[src/sv/wsds_pkg.sv]
// ----------------------------------------------------------------------------
// wsds_pkg - shared definitions for the weighted-sum decision scorer
// Widths, capacity constants, register indexes and the control structs that
// pass between the controller and its serial arithmetic units.
// ----------------------------------------------------------------------------
package wsds_pkg;

    // Capacity
    localparam int MAX_ALT     = 64;
    localparam int MAX_CRIT    = 16;
    localparam int ROWS_CAP    = MAX_ALT + 1;
    localparam int STORE_DEPTH = ROWS_CAP * MAX_CRIT;
    localparam int ADDR_W      = $clog2(STORE_DEPTH + 1);
    localparam int ALT_W       = $clog2(ROWS_CAP + 1);
    localparam int COL_W       = $clog2(MAX_CRIT);

    // Field widths
    localparam int VALUE_W = 16;
    localparam int CRIT_W  = 5;
    localparam int MASK_W  = 16;
    localparam int SCORE_W = 25;

    // Arithmetic
    localparam int RATIO_W    = VALUE_W + 1;
    localparam int DIV_W      = 2 * VALUE_W;
    localparam int DIV_CNT_W  = $clog2(DIV_W);
    localparam int MAC_CNT_W  = $clog2(VALUE_W);
    localparam int SUM_W      = 37;
    localparam int FRAC_SHIFT = 12;
    localparam logic [RATIO_W-1:0] ONE_Q16 = RATIO_W'(65536);

    // Configuration port
    localparam int CFG_IDX_W  = 2;
    localparam int CFG_DATA_W = 16;
    localparam logic [CFG_IDX_W-1:0] REG_CRITERIA = CFG_IDX_W'(0);
    localparam logic [CFG_IDX_W-1:0] REG_MASK     = CFG_IDX_W'(1);

    typedef struct packed {
        logic busy;
        logic done;
    } unit_stat_t;

    typedef struct packed {
        logic start;
        logic clear;
    } mac_cmd_t;

endpackage

[src/sv/wsds_mac.sv]
// ----------------------------------------------------------------------------
// wsds_mac - bit-serial multiply-accumulate
// Adds ratio * weight into a running sum, one weight bit per cycle, LSB first.
// ----------------------------------------------------------------------------
module wsds_mac (
    input  logic                            clk,
    input  logic                            rst_n,
    input  wsds_pkg::mac_cmd_t              cmd,
    input  logic [wsds_pkg::RATIO_W-1:0]    mcand,
    input  logic [wsds_pkg::VALUE_W-1:0]    mplier,
    output logic [wsds_pkg::SUM_W-1:0]      sum,
    output wsds_pkg::unit_stat_t            stat
);

    localparam int SH_W = wsds_pkg::RATIO_W + wsds_pkg::VALUE_W;

    logic [wsds_pkg::SUM_W-1:0]     sum_reg, sum_next;
    logic [SH_W-1:0]                mc_reg, mc_next;
    logic [wsds_pkg::VALUE_W-1:0]   mp_reg, mp_next;
    logic [wsds_pkg::MAC_CNT_W-1:0] cnt_reg, cnt_next;
    logic                           busy_reg, busy_next;
    logic                           done_reg, done_next;

    always_comb
    begin
        sum_next  = sum_reg;
        mc_next   = mc_reg;
        mp_next   = mp_reg;
        cnt_next  = cnt_reg;
        busy_next = busy_reg;
        done_next = 1'b0;
        if (cmd.clear)
        begin
            sum_next = '0;
        end
        if (cmd.start)
        begin
            mc_next   = SH_W'(mcand);
            mp_next   = mplier;
            cnt_next  = '0;
            busy_next = 1'b1;
        end
        else if (busy_reg)
        begin
            if (mp_reg[0])
            begin
                sum_next = sum_reg + wsds_pkg::SUM_W'(mc_reg);
            end
            mc_next  = {mc_reg[SH_W-2:0], 1'b0};
            mp_next  = {1'b0, mp_reg[wsds_pkg::VALUE_W-1:1]};
            cnt_next = cnt_reg + wsds_pkg::MAC_CNT_W'(1);
            if (cnt_reg == wsds_pkg::MAC_CNT_W'(wsds_pkg::VALUE_W - 1))
            begin
                busy_next = 1'b0;
                done_next = 1'b1;
            end
        end
    end

    always_ff @(posedge clk or negedge rst_n)
    begin
        if (!rst_n)
        begin
            cnt_reg  <= '0;
            busy_reg <= 1'b0;
            done_reg <= 1'b0;
        end
        else
        begin
            cnt_reg  <= cnt_next;
            busy_reg <= busy_next;
            done_reg <= done_next;
        end
    end

    always_ff @(posedge clk)
    begin
        sum_reg <= sum_next;
        mc_reg  <= mc_next;
        mp_reg  <= mp_next;
    end

    assign sum       = sum_reg;
    assign stat.busy = busy_reg;
    assign stat.done = done_reg;

endmodule

[config.mk]
export PLATFORM = sky130hd
export DESIGN_NAME = wsds_mac
export DESIGN_NICKNAME = d
export VERILOG_FILES = /design/src/sv/wsds_pkg.sv /design/src/sv/wsds_mac.sv
export SDC_FILE = /design/constraint.sdc
export NUM_CORES = 1
export LEC_CHECK = 0
export BUFFER_PORTS_ARGS = -buffer_cell sky130_fd_sc_hd__clkbuf_2
export CORE_MARGIN = 8
export CORE_UTILIZATION = 50
export DETAILED_ROUTE_END_ITERATION = 8
export GPL_ROUTABILITY_DRIVEN = 0
export PLACE_DENSITY = 0.71
export SYNTH_ARGS = -nofsm -noshare
export SYNTH_HDL_FRONTEND = slang
export SYNTH_SLANG_ARGS = --single-unit
[constraint.sdc]
create_clock -name clk -period 4.63 [get_ports clk]
set_clock_uncertainty 0.05 [all_clocks]
set_input_delay 0.926 -clock clk [delete_from_list [all_inputs] [get_ports clk]]
set_output_delay 0.926 -clock clk [all_outputs]
set_load 0.005 [all_outputs]
Word-level counts from Yosys, hierarchy flattened
Index checks and enable logic that the tools add are counted.

storage, ports and cells
  logic and storage cells = 27
  memory bits (read-only) = 0
  flip-flop bits (word level) = 92
  input port bits = 37
  RAM bits = 0
  memories kept = 0
  latch bits = 0

cells by class
  $lt $le $gt $ge = 0
  add/sub/neg operators = 2
  multiply operators = 0
  bitwise operators = 0
  reductions and logical operators = 1
  div/mod/pow operators = 0
  eq/ne operators = 1
  shift-type cells = 0
  mux-type cells = 16

operators with widths
  operator                                      count
  two-way mux 37 bit                            4
  adder 37 x 33 -> 37 bit                       1
  two-way mux 17 bit                            2
  two-way mux 16 bit                            2
  two-way mux 4 bit                             2
  two-way mux 1 bit                             6
  adder 4 x 1 -> 4 bit (second input constant)  1
  == test 4 bit (second input constant)         1
  nonzero test 2 bit                            1

Logic depth before layout (Yosys ltp)
  word-level depth = 4
  gate-level depth with buffers = 9

Least setup slack after synthesis
No wires, ideal clock.

  kind = reg-to-reg
  start = reg mc_reg[0]
  end = reg sum_reg, in the netlist sum[32]
  cell stages (with the launch flop) = 10
  slack = 1980 ps
  library setup time = 62 ps
  clock period less this slack = 2650 ps
  arrival = 2538 ps
  cell sequence = edfxtp_1 -> ha_1 -> fa_1 -> a211oi_1 -> o211ai_1 -> a211oi_2 -> nor4_1 -> o2111a_1 -> or4_1 -> nand3_1

between the ends
  word-level cells in the longest chain between the ends = 4

RTL lines
  item                          RTL line        RTL
  start, declared               wsds_mac.sv:18  logic [SH_W-1:0] mc_reg, mc_next;
  start signal, assigned        wsds_mac.sv:79  mc_reg <= mc_next;
  adder 37 x 33 -> 37 bit       wsds_mac.sv:47  sum_next = sum_reg + wsds_pkg::SUM_W'(mc_reg);
  two-way mux 37 bit            wsds_mac.sv:45  if (mp_reg[0])
  two-way mux 37 bit            wsds_mac.sv:43  else if (busy_reg)
  two-way mux 37 bit            wsds_mac.sv:36  if (cmd.start)
  named net sum_next (one bit)  wsds_mac.sv:17  logic [wsds_pkg::SUM_W-1:0] sum_reg, sum_next;
  end signal, assigned          wsds_mac.sv:78  sum_reg <= sum_next;
  end, declared                 wsds_mac.sv:17

The timed path passes the listed nets, and every way through them passes these cells.
A chain may end at the register's enable or synchronous reset.

Worst setup path in the final report
Ends and elaborated chain as after synthesis.

==> results.yml <==
status:
  run_status: "completed"
routing:
  first_pass_iters: 5
  drt_iter0_drc: 265
  wl_met2_mm: 6.063
  vias: 4387
  antenna_left: 0
  wl_mm: 12.73
  maxUsedRoutingLayer: "met4"
  wl_per_cell_um: 16.95
  via_per_inst: 5.842
  drcViolationCount: 0
  wl_met1_mm: 5.784
  met3_length_um: 644
power:
  powerDensity_mw_per_mm2: 392.4
  share_comb_of_total_power_pct: 31.5
  p_total_mw: 2.350
  power_switching_mw: 0.7919
  p_seq_share_pct: 42.8
  ir_worst_vdd_mv: 0.2451
  internal_power_mw: 1.558
  power.leakage_nw: 2.756
  clock_power_share_pct: 25.7
  switching_share_pct: 33.70
synthesis:
  netlist_top_cells_area: "dfxtp_1 (20%), edfxtp_1 (19%), ha_1 (8.0%), mux2_2 (6.5%), o21ai_0 (3.9%)"
  synthDistinctLibCells: 57
  syn_nets: 626
  synthCells: 554
  synth_edf_count: 33
  synth_area_leader_cell: "dfxtp_1"
  ys_seq_area_share_pct: 41.28
  ys_ff_latch: 92
  syn_area_per_cell_um2: 9.630
  yosysWarnings: 0
  synth.top_cell.area_share_pct: 19.89
  synth_flop_cell: "dfxtp_1"
  async_reset_ff_share_pct: 6.522
  synth.cell_area_mm2: 0.005335
cells_and_area:
  n_antenna_cell: 0
  layout_commonest_cell: "clkbuf_2"
  fin_nets: 682
  area_delta_synth_final_pct: 12.27
  fill_cells: 933
  drive_above_1_share_pct: 21.14
  layout_common_cells: "clkbuf_2 (75), dfxtp_1 (53), o21ai_0 (42)"
  largest_reg_flops: 37
setup_path:
  worst-r2r-setup-slack_ps: 1650
  cp_slowest_stage_delay_ps: 470
  worstPathMaxFanout: 4
  worstPathCellList: "ha_1, fa_1, a211oi_1, o211ai_1, a211oi_2, nor4_1, o2111a_1, or4_1, nand3_1"
  cp_slowest_cell: "or4_1"
  path_buf_inv: 0
  cp_data_arrival_time_ps: 3250
  cp_top_family: "compound AO/OA/AOI/OAI gates"
  worstSetupEndpointType: "flip-flop"
  critPathKind: "reg2reg"
  startpoint_type: "flip-flop"
  cp.required_ps: 4900
clock_tree:
  clock_path_buffers: 2
  ctsHoldBuffers: 0
  cts-resized-gates: 0
  cts_tree: "done"
  cts_setup_buffers: 0
  htreeDepth: 3
  numCtsBuffers: 9
  cts-root-buf: "clkbuf_8"
  clock_latency_ps: 380
  cts.clk_slew.worst_paths_ps: 90
  clock_sinks: 92
placed_design:
  dp_hpwl_mm: 9.156
  portBuffers: 75
sta:
  setup_tns_ps: 0
  worst_slew_pin_slew_ps: 1136
  fmaxAchievable_mhz: 335.9
  maxSlewHeadroom_pct: 24.15
  fin_crit_sh_pct: 64.30
  period_minus_slack_ps: 2977
  finalHoldViolations: 0
  rsz0062_at_grt: "false"
  setup_viol: 0
  slew_viol_final: 0
global_route:
  grt_pass1_wl_mm: 21.22
  first_global_vias: 4417
  grt_use_total_pct: 18.14
  grt_max_degree: 46
  grt_overflow_total: 0
  antenna_found_initial: 0
die:
  std_cell_rows: 37
  die_height_um: 119.3
  die_w_um: 119.3
  coreArea_mm2: 0.01032
  num_io_pins: 76
  initial_core_util_pct: 51.68
  design.die.area_mm2: 0.01423
min_path:
  min_path_type: "in2async"
run:
  max_cap_violations: 0
## synth_stat cells (10+ instances only)
library cell,number
edfxtp_1,33
mux2_2,31
dfxtp_1,53
clkbuf_1,29
a21oi_1,32
o21ai_0,42
nand4_1,12
xor2_1,14
mux2i_1,18
nand3_1,40
a21o_1,20
ha_1,34
nor3_1,10
nor2_1,38
nand2_1,32
## power groups by stage
stage	clock [mW]	sequential, mW	combinational, mW
detailed placement	0	1.02	0.725
finish	0.604	1.01	0.741
floorplan	0	1.01	0.522
global route	0.648	1.02	0.824
global placement	0	1.02	0.708
CTS	0.619	1.01	0.737
## per-stage QoR
step                util (%)  setup WS [ps]  instance area [um^2]  cells  hold WS [ps]
floorplan                  -           1980                  5335    554         414.6
global route           58.02           1445                  5989    751         289.1
global placement       55.93           1752                  5774    735         419.1
detailed placement     55.93           1743                  5774    735         437.1
CTS                    58.02           1684                  5989    751         275.9
finish                 58.02           1653                  5989    751         298.9
## routing by layer
layer	global-route usage, %	vias up
met4	6.948	0
met2	29.93	109
met5	0	-
met3	5.385	21
met1	21.89	2071
li1	-	2186
## kinds of logic (layout without fill, tap and decap cells)
| family | count (synthesis) | after routing | synth area share, % |
|---|---|---|---|
| AND/OR/NAND/NOR | 166 | 166 | 15.38 |
| AO/OA/AOI/OAI | 149 | 149 | 18.32 |
| flip-flops | 92 | 92 | 41.28 |
| multiplexers | 49 | 49 | 9.920 |
| buffers and inverters | 40 | 101 | 2.978 |
| adder cells (fa/ha/maj) | 35 | 35 | 8.349 |
| XOR/XNOR | 23 | 23 | 3.776 |
## final timing paths
| path | start | end | cells past startpoint |
|---|---|---|---|
| hold / removal | rst_n | cnt_reg[3] | 1 |
| max in group asynchronous | rst_n | cnt_reg[1] | 1 |
| setup / recovery | mc_reg[0] | sum[32] | 9 |
| min in group clk | sum[0] | sum[0] | 2 |
| setup reg to reg | mc_reg[0] | sum[32] | 9 |
| hold reg to reg | sum[0] | sum[0] | 2 |
## area by class of cell
class / instances / area, um^2 / area share (%)
timing repair buffer: 79 / 405.4 / 6.768
inverter: 6 / 22.52 / 0.3760
multi-input combinational: 422 / 2974 / 49.66
sequential: 92 / 2202 / 36.77
clock inverter: 6 / 87.58 / 1.462
clock buffer: 10 / 127.6 / 2.131
tap: 136 / 170.2 / 2.841
No activity file was read; power rests on OpenSTA's default activity.
