<file path="src/sv/wsds_pkg.sv">
// ----------------------------------------------------------------------------
// wsds_pkg - shared definitions for the weighted-sum decision scorer
// Widths, capacity constants, register indexes and the control structs that
// pass between the controller and its serial arithmetic units.
// ----------------------------------------------------------------------------
package wsds_pkg;

    // Capacity
    localparam int MAX_ALT     = 64;
    localparam int MAX_CRIT    = 16;
    localparam int ROWS_CAP    = MAX_ALT + 1;
    localparam int STORE_DEPTH = ROWS_CAP * MAX_CRIT;
    localparam int ADDR_W      = $clog2(STORE_DEPTH + 1);
    localparam int ALT_W       = $clog2(ROWS_CAP + 1);
    localparam int COL_W       = $clog2(MAX_CRIT);

    // Field widths
    localparam int VALUE_W = 16;
    localparam int CRIT_W  = 5;
    localparam int MASK_W  = 16;
    localparam int SCORE_W = 25;

    // Arithmetic
    localparam int RATIO_W    = VALUE_W + 1;
    localparam int DIV_W      = 2 * VALUE_W;
    localparam int DIV_CNT_W  = $clog2(DIV_W);
    localparam int MAC_CNT_W  = $clog2(VALUE_W);
    localparam int SUM_W      = 37;
    localparam int FRAC_SHIFT = 12;
    localparam logic [RATIO_W-1:0] ONE_Q16 = RATIO_W'(65536);

    // Configuration port
    localparam int CFG_IDX_W  = 2;
    localparam int CFG_DATA_W = 16;
    localparam logic [CFG_IDX_W-1:0] REG_CRITERIA = CFG_IDX_W'(0);
    localparam logic [CFG_IDX_W-1:0] REG_MASK     = CFG_IDX_W'(1);

    typedef struct packed {
        logic busy;
        logic done;
    } unit_stat_t;

    typedef struct packed {
        logic start;
        logic clear;
    } mac_cmd_t;

endpackage

</file>
<file path="src/sv/wsds_div.sv">
// ----------------------------------------------------------------------------
// wsds_div - radix-2 serial divider
// Restoring division of a 32-bit dividend by a 16-bit divisor, one quotient
// bit per cycle, MSB first. Quotient holds after the done pulse.
// ----------------------------------------------------------------------------
module wsds_div (
    input  logic                            clk,
    input  logic                            rst_n,
    input  logic                            start,
    input  logic [wsds_pkg::DIV_W-1:0]      dividend,
    input  logic [wsds_pkg::VALUE_W-1:0]    divisor,
    output logic [wsds_pkg::DIV_W-1:0]      quotient,
    output wsds_pkg::unit_stat_t            stat
);

    logic [wsds_pkg::VALUE_W-1:0]   rem_reg, rem_next;
    logic [wsds_pkg::DIV_W-1:0]     quo_reg, quo_next;
    logic [wsds_pkg::VALUE_W-1:0]   dsr_reg, dsr_next;
    logic [wsds_pkg::DIV_CNT_W-1:0] cnt_reg, cnt_next;
    logic                           busy_reg, busy_next;
    logic                           done_reg, done_next;
    logic [wsds_pkg::VALUE_W:0]     trial;
    logic                           fits;

    assign trial = {rem_reg, quo_reg[wsds_pkg::DIV_W-1]};
    assign fits  = trial >= {1'b0, dsr_reg};

    always_comb
    begin
        rem_next  = rem_reg;
        quo_next  = quo_reg;
        dsr_next  = dsr_reg;
        cnt_next  = cnt_reg;
        busy_next = busy_reg;
        done_next = 1'b0;
        if (start)
        begin
            rem_next  = '0;
            quo_next  = dividend;
            dsr_next  = divisor;
            cnt_next  = '0;
            busy_next = 1'b1;
        end
        else if (busy_reg)
        begin
            // shift the next dividend bit in, subtract when the divisor fits
            rem_next = fits ? wsds_pkg::VALUE_W'(trial - {1'b0, dsr_reg})
                            : trial[wsds_pkg::VALUE_W-1:0];
            quo_next = {quo_reg[wsds_pkg::DIV_W-2:0], fits};
            cnt_next = cnt_reg + wsds_pkg::DIV_CNT_W'(1);
            if (cnt_reg == wsds_pkg::DIV_CNT_W'(wsds_pkg::DIV_W - 1))
            begin
                busy_next = 1'b0;
                done_next = 1'b1;
            end
        end
    end

    always_ff @(posedge clk or negedge rst_n)
    begin
        if (!rst_n)
        begin
            cnt_reg  <= '0;
            busy_reg <= 1'b0;
            done_reg <= 1'b0;
        end
        else
        begin
            cnt_reg  <= cnt_next;
            busy_reg <= busy_next;
            done_reg <= done_next;
        end
    end

    always_ff @(posedge clk)
    begin
        rem_reg <= rem_next;
        quo_reg <= quo_next;
        dsr_reg <= dsr_next;
    end

    assign quotient  = quo_reg;
    assign stat.busy = busy_reg;
    assign stat.done = done_reg;

endmodule

</file>
<file path="config.mk">
export PLATFORM = sky130hd
export DESIGN_NAME = wsds_div
export DESIGN_NICKNAME = d
export VERILOG_FILES = /design/src/sv/wsds_pkg.sv /design/src/sv/wsds_div.sv
export SDC_FILE = /design/constraint.sdc
export NUM_CORES = 1
export LEC_CHECK = 0
export BUFFER_PORTS_ARGS = -buffer_cell sky130_fd_sc_hd__buf_4
export CAP_MARGIN = 20
export CORE_MARGIN = 2
export CORE_UTILIZATION = 30
export DETAILED_ROUTE_END_ITERATION = 16
export GPL_TIMING_DRIVEN = 0
export PLACE_DENSITY_LB_ADDON = 0.2
export SYNTH_ARGS = -nofsm -noshare
export SYNTH_HDL_FRONTEND = slang
export SYNTH_SLANG_ARGS = --single-unit
export TNS_END_PERCENT = 100
</file>
<file path="constraint.sdc">
create_clock -name clk -period 4.52 [get_ports clk]
set_input_delay 0.226 -clock clk [delete_from_list [all_inputs] [get_ports clk]]
set_output_delay 0.226 -clock clk [all_outputs]
set_load 0.02 [all_outputs]
</file>
Word level (Yosys, flattened, before mapping)
Index checks and enable logic that the tools add are counted.
{"block": "totals", "ff_bits": 71, "latch_bits": 0, "ram_bits": 0, "mem_bits_ro": 0, "word_cells": 22, "n_memories": 0}
{"block": "op_classes", "add_sub_neg": 2, "multipliers": 0, "div": 0, "magnitude_cmp": 1, "n_eq_ne": 1, "shifts": 0, "n_mux": 11, "n_bitwise": 0, "n_reduce_logical": 1}
{"cell": "32-bit two-way mux", "count": 2}
{"cell": "17-bit by 16-bit greater-or-equal comparator with 1-bit output", "count": 1}
{"cell": "16-bit two-way mux", "count": 1}
{"cell": "16-bit subtractor", "count": 1}
{"cell": "5-bit two-way mux", "count": 2}
{"cell": "1-bit two-way mux", "count": 6}
{"cell": "5-bit by 1-bit adder with 5-bit output, second input constant", "count": 1}
{"cell": "5-bit equality test, second input constant", "count": 1}
{"cell": "2-bit nonzero test", "count": 1}

Longest topological paths before layout
{"block": "logic_depth", "depth_word": 4, "ltp_mapped": 11, "ltp_nobuf": 10}

Least setup slack after synthesis
No wires, ideal clock.
{"block": "synth_timing", "path_kind": "reg2reg", "from": "reg quo_reg (netlist bit quotient[31])", "to": "reg rem_reg[12] (netlist bit)", "setup_time_ns": 0.062, "arrival_ns": 2.381, "required_time_ns": 4.458, "setup_slack_ns": 2.077, "stages_incl_launch_ff": 11, "period_less_slack_ns": 2.443, "cell_sequence": "edfxtp_1 inv_1 ha_1 fa_1 nand2b_1 a21oi_1 o211ai_1 a21oi_1 nor3_1 or4b_1 nand3_1"}
{"block": "synth_between", "elab_chain_cells": 2, "elab_cells_between_ends": 3, "cone_classes": "1 x add/sub; 1 x order compare; 1 x mux"}
{"item": "start, declared", "line_no": "wsds_div.sv:17", "text": "logic [wsds_pkg::DIV_W-1:0] quo_reg, quo_next;"}
{"item": "start signal, assigned", "line_no": "wsds_div.sv:78", "text": "quo_reg <= quo_next;"}
{"item": "16-bit subtractor / 17-bit by 16-bit greater-or-equal comparator with 1-bit output (equally long branches)", "line_no": "wsds_div.sv:47, wsds_div.sv:26"}
{"item": "16-bit two-way mux (*)", "line_no": "wsds_div.sv:47", "text": "rem_next = fits ? wsds_pkg::VALUE_W'(trial - {1'b0, dsr_reg})"}
{"item": "end signal, assigned", "line_no": "wsds_div.sv:77", "text": "rem_reg <= rem_next;"}
{"item": "end, declared", "line_no": "wsds_div.sv:16", "text": "logic [wsds_pkg::VALUE_W-1:0] rem_reg, rem_next;"}
Mark *: on every way between the ends. The rest lies on a longest branch, timed or not.
A chain may end at the register's enable or synchronous reset.

Worst setup path in the final report
Ends and elaborated chain as after synthesis.

==> metrics <==
startpoint types=register; main area contributors after synthesis=edfxtp_1 38%, mux2_2 9.6%, dfxtp_1 8.5%, ha_1 6.0%, dfrtp_1 4.7%; starting density of the core=0.3098; Synth area leader=edfxtp_1; Net Sw Power=628.6 uW; Seq pwr share=0.394; All-Layer GR Usage=0.1398; htree depth=3; synth cell count leaders=48 x edfxtp_1, 32 x mux2_2, 27 x nor2_1; TritonCTS clock tree=done; drt pass-1 iters=4; switching share of power=0.2988; number of synthesized flops with an enable pin=48; filler instances=1206; clock transition at the registers of the reported paths=0.06 ns; Yosys reg bits=71; Req. time, crit path=4.81 ns; Final Hold Viols=0; Root Driver=clkbuf_16; Core Region=12110 sq um; worst-margin pin slew=0.7762 ns; DRC violations left=0; Clk pwr share=0.328; Detail Route Antenna Nets=0; Power Total=2.104 mW; Leakage=2.087 nW; first-pass GRT wire length=14160 um; RD Place Congestion=0.8339; final setup fails=0; Period Utilization, post-route=0.5799; Main synth FF type=edfxtp_1; Int Power=1.475 mW; critical path fanouts, max=4; Synth Instances=322; Comb pwr share=0.278; Layout Skew=0.006025 ns; largest net degree at the start of global routing=33; Worst Path Arrival=2.91 ns; most common cell in the synthesized netlist=edfxtp_1; area share of the largest cell type after synthesis=0.3841; Max VDD drop=195.5 uV; FFs w/ async S/R, synth=0.09859; vias in the first global route=2751; drt via density=4.693; Synth cell types=49; outcome=finished clean; post_cts resized=0; Largest register FFs=32; sequential element share of the synthesized area=0.5162; PD cells=430.9 nW/um^2; yosys warns=0; Chip Width=115.8 um; syn avg cell area=11.65 sq um; Final Max Slew Viols=0; Inserted Clock Buffers=9; minimum clock period=2.621 ns; fmax=381.5 MHz; fraction of layout cells with a size suffix above 1=0.3389; routed via count=2769; post-route setup TNS=0 ns; Clock Latency Late Sink=0.34 ns; HPWL after DPL=6298 um; WL/cell=14.86 um; DRT iter0 DRCs=139; n_diodes=0; CP Capture Type=register; critical path class=register to register; Synth Cell Area=3752 sq um; Final nets=488; I/O pin count=85; clock sink count=71; Post-Route WL=8768 um; antenna violations before repair=0; Die Y=115.8 um; max-cap viol count=0; Port-buffer cells=84; Syn Nets=392; FP Rows=40; RSZ-0062 raised after global routing=no; die area=13420 sq um; Area Overhead vs Synth=30.11%; worst hold path type=primary input to register; max_slew headroom=0.4825; CTS max path bufs=2; grt ovf=0
[per-layer routing]
metal  wire length, um  up-vias  global-route usage  part of all wire
met5                 0        -                   0                 0
met4               163        0             0.05397             0.019
met3               355       14             0.04812             0.040
met2              4160       53              0.2179              0.47
met1              4089     1334              0.1796              0.47
li1                  -     1368                   -                 -
[stage by stage]
stage                     setup slack, ns  instance area, sq um  hold slack [ns]  instances  utilization
after global placement              1.956                  4593          0.04238        574       0.3792
after floorplan                     2.077                  3752         -0.06959        322            -
after CTS                           1.889                  4882          0.04326        590       0.4031
final                               1.899                  4882          0.05705        590       0.4031
after global routing                1.686                  4882          0.04452        590       0.4031
after detailed placement            1.930                  4593          0.04495        574       0.3792
[cells by family after synthesis]
family | synth area share
flops | 0.5162
buf+inv | 0.05002
mux | 0.1254
fa+ha+maj | 0.06536
simple gates | 0.09437
compound gates | 0.1160
xor+xnor | 0.03268
[final cells by class]
type                            instances  area, sq um  area share
Buffer                                 18        101.3     0.02076
Clock buffer                           10        229.0     0.04690
Clock inverter                          5        50.05     0.01025
Inverter                               23        86.33     0.01768
Multi-Input combinational cell        210         1628      0.3334
Sequential cell                        71         1937      0.3967
Tap cell                              168        210.2     0.04305
Timing Repair Buffer                   85        640.6      0.1312
[worst max-delay path, stage by stage (launching register included)]
cell,delay [ns]
edfxtp_1,0.37
inv_1,0.06
ha_1,0.22
fa_1,0.40
nand2b_1,0.18
a21oi_1,0.31
o211ai_1,0.18
a21oi_1,0.24
nor3_1,0.07
or4b_1,0.46
nand3_1,0.08
[timing repair]
item                                   CTS  global route
buffers inserted                         0             0
endpoints found under the hold margin    7             0
hold buffers                             1             0
[power groups by stage]
stage / Clock, mW / Sequential (mW) / Combinational (mW)
floorplan: 0 / 0.872 / 0.375
detailed placement: 0 / 0.841 / 0.585
finish: 0.689 / 0.829 / 0.585
global placement: 0 / 0.839 / 0.579
global route: 0.735 / 0.841 / 0.650
CTS: 0.712 / 0.830 / 0.589
[cell usage in the layout (no fill, tap or decap), types with 9 or more instances in the layout]
| cell | netlist | routed |
|---|---|---|
| mux2_2 | 32 | 32 |
| clkbuf_1 | 9 | 10 |
| ha_1 | 18 | 18 |
| buf_4 | 5 | 89 |
| a211oi_1 | 11 | 11 |
| nor2_1 | 27 | 27 |
| edfxtp_1 | 48 | 48 |
| inv_1 | 23 | 23 |
| clkbuf_16 | 0 | 9 |
| mux2i_1 | 11 | 11 |
| a21oi_1 | 18 | 18 |
| nand2_1 | 17 | 17 |
| dfxtp_1 | 16 | 16 |
[final timing paths]
kind / start / endpoint / slack (ns) / cells past startpoint
max in group asynchronous: rst_n / busy_reg$_DFF_PN0_ / 4.17 / 2
min: divisor[11] / dsr_reg[11]$_DFFE_PP_ / 0.06 / 1
max: quotient[31]$_DFFE_PP_ / rem_reg[12]$_SDFFE_PP0P_ / 1.90 / 10
min in group asynchronous: rst_n / cnt_reg[0]$_DFFE_PN0P_ / 0.23 / 2
max reg2reg: quotient[31]$_DFFE_PP_ / rem_reg[12]$_SDFFE_PP0P_ / 1.90 / 10
min reg2reg: rem_reg[5]$_SDFFE_PP0P_ / rem_reg[5]$_SDFFE_PP0P_ / 0.50 / 2
(Power assumes the default switching activity.)
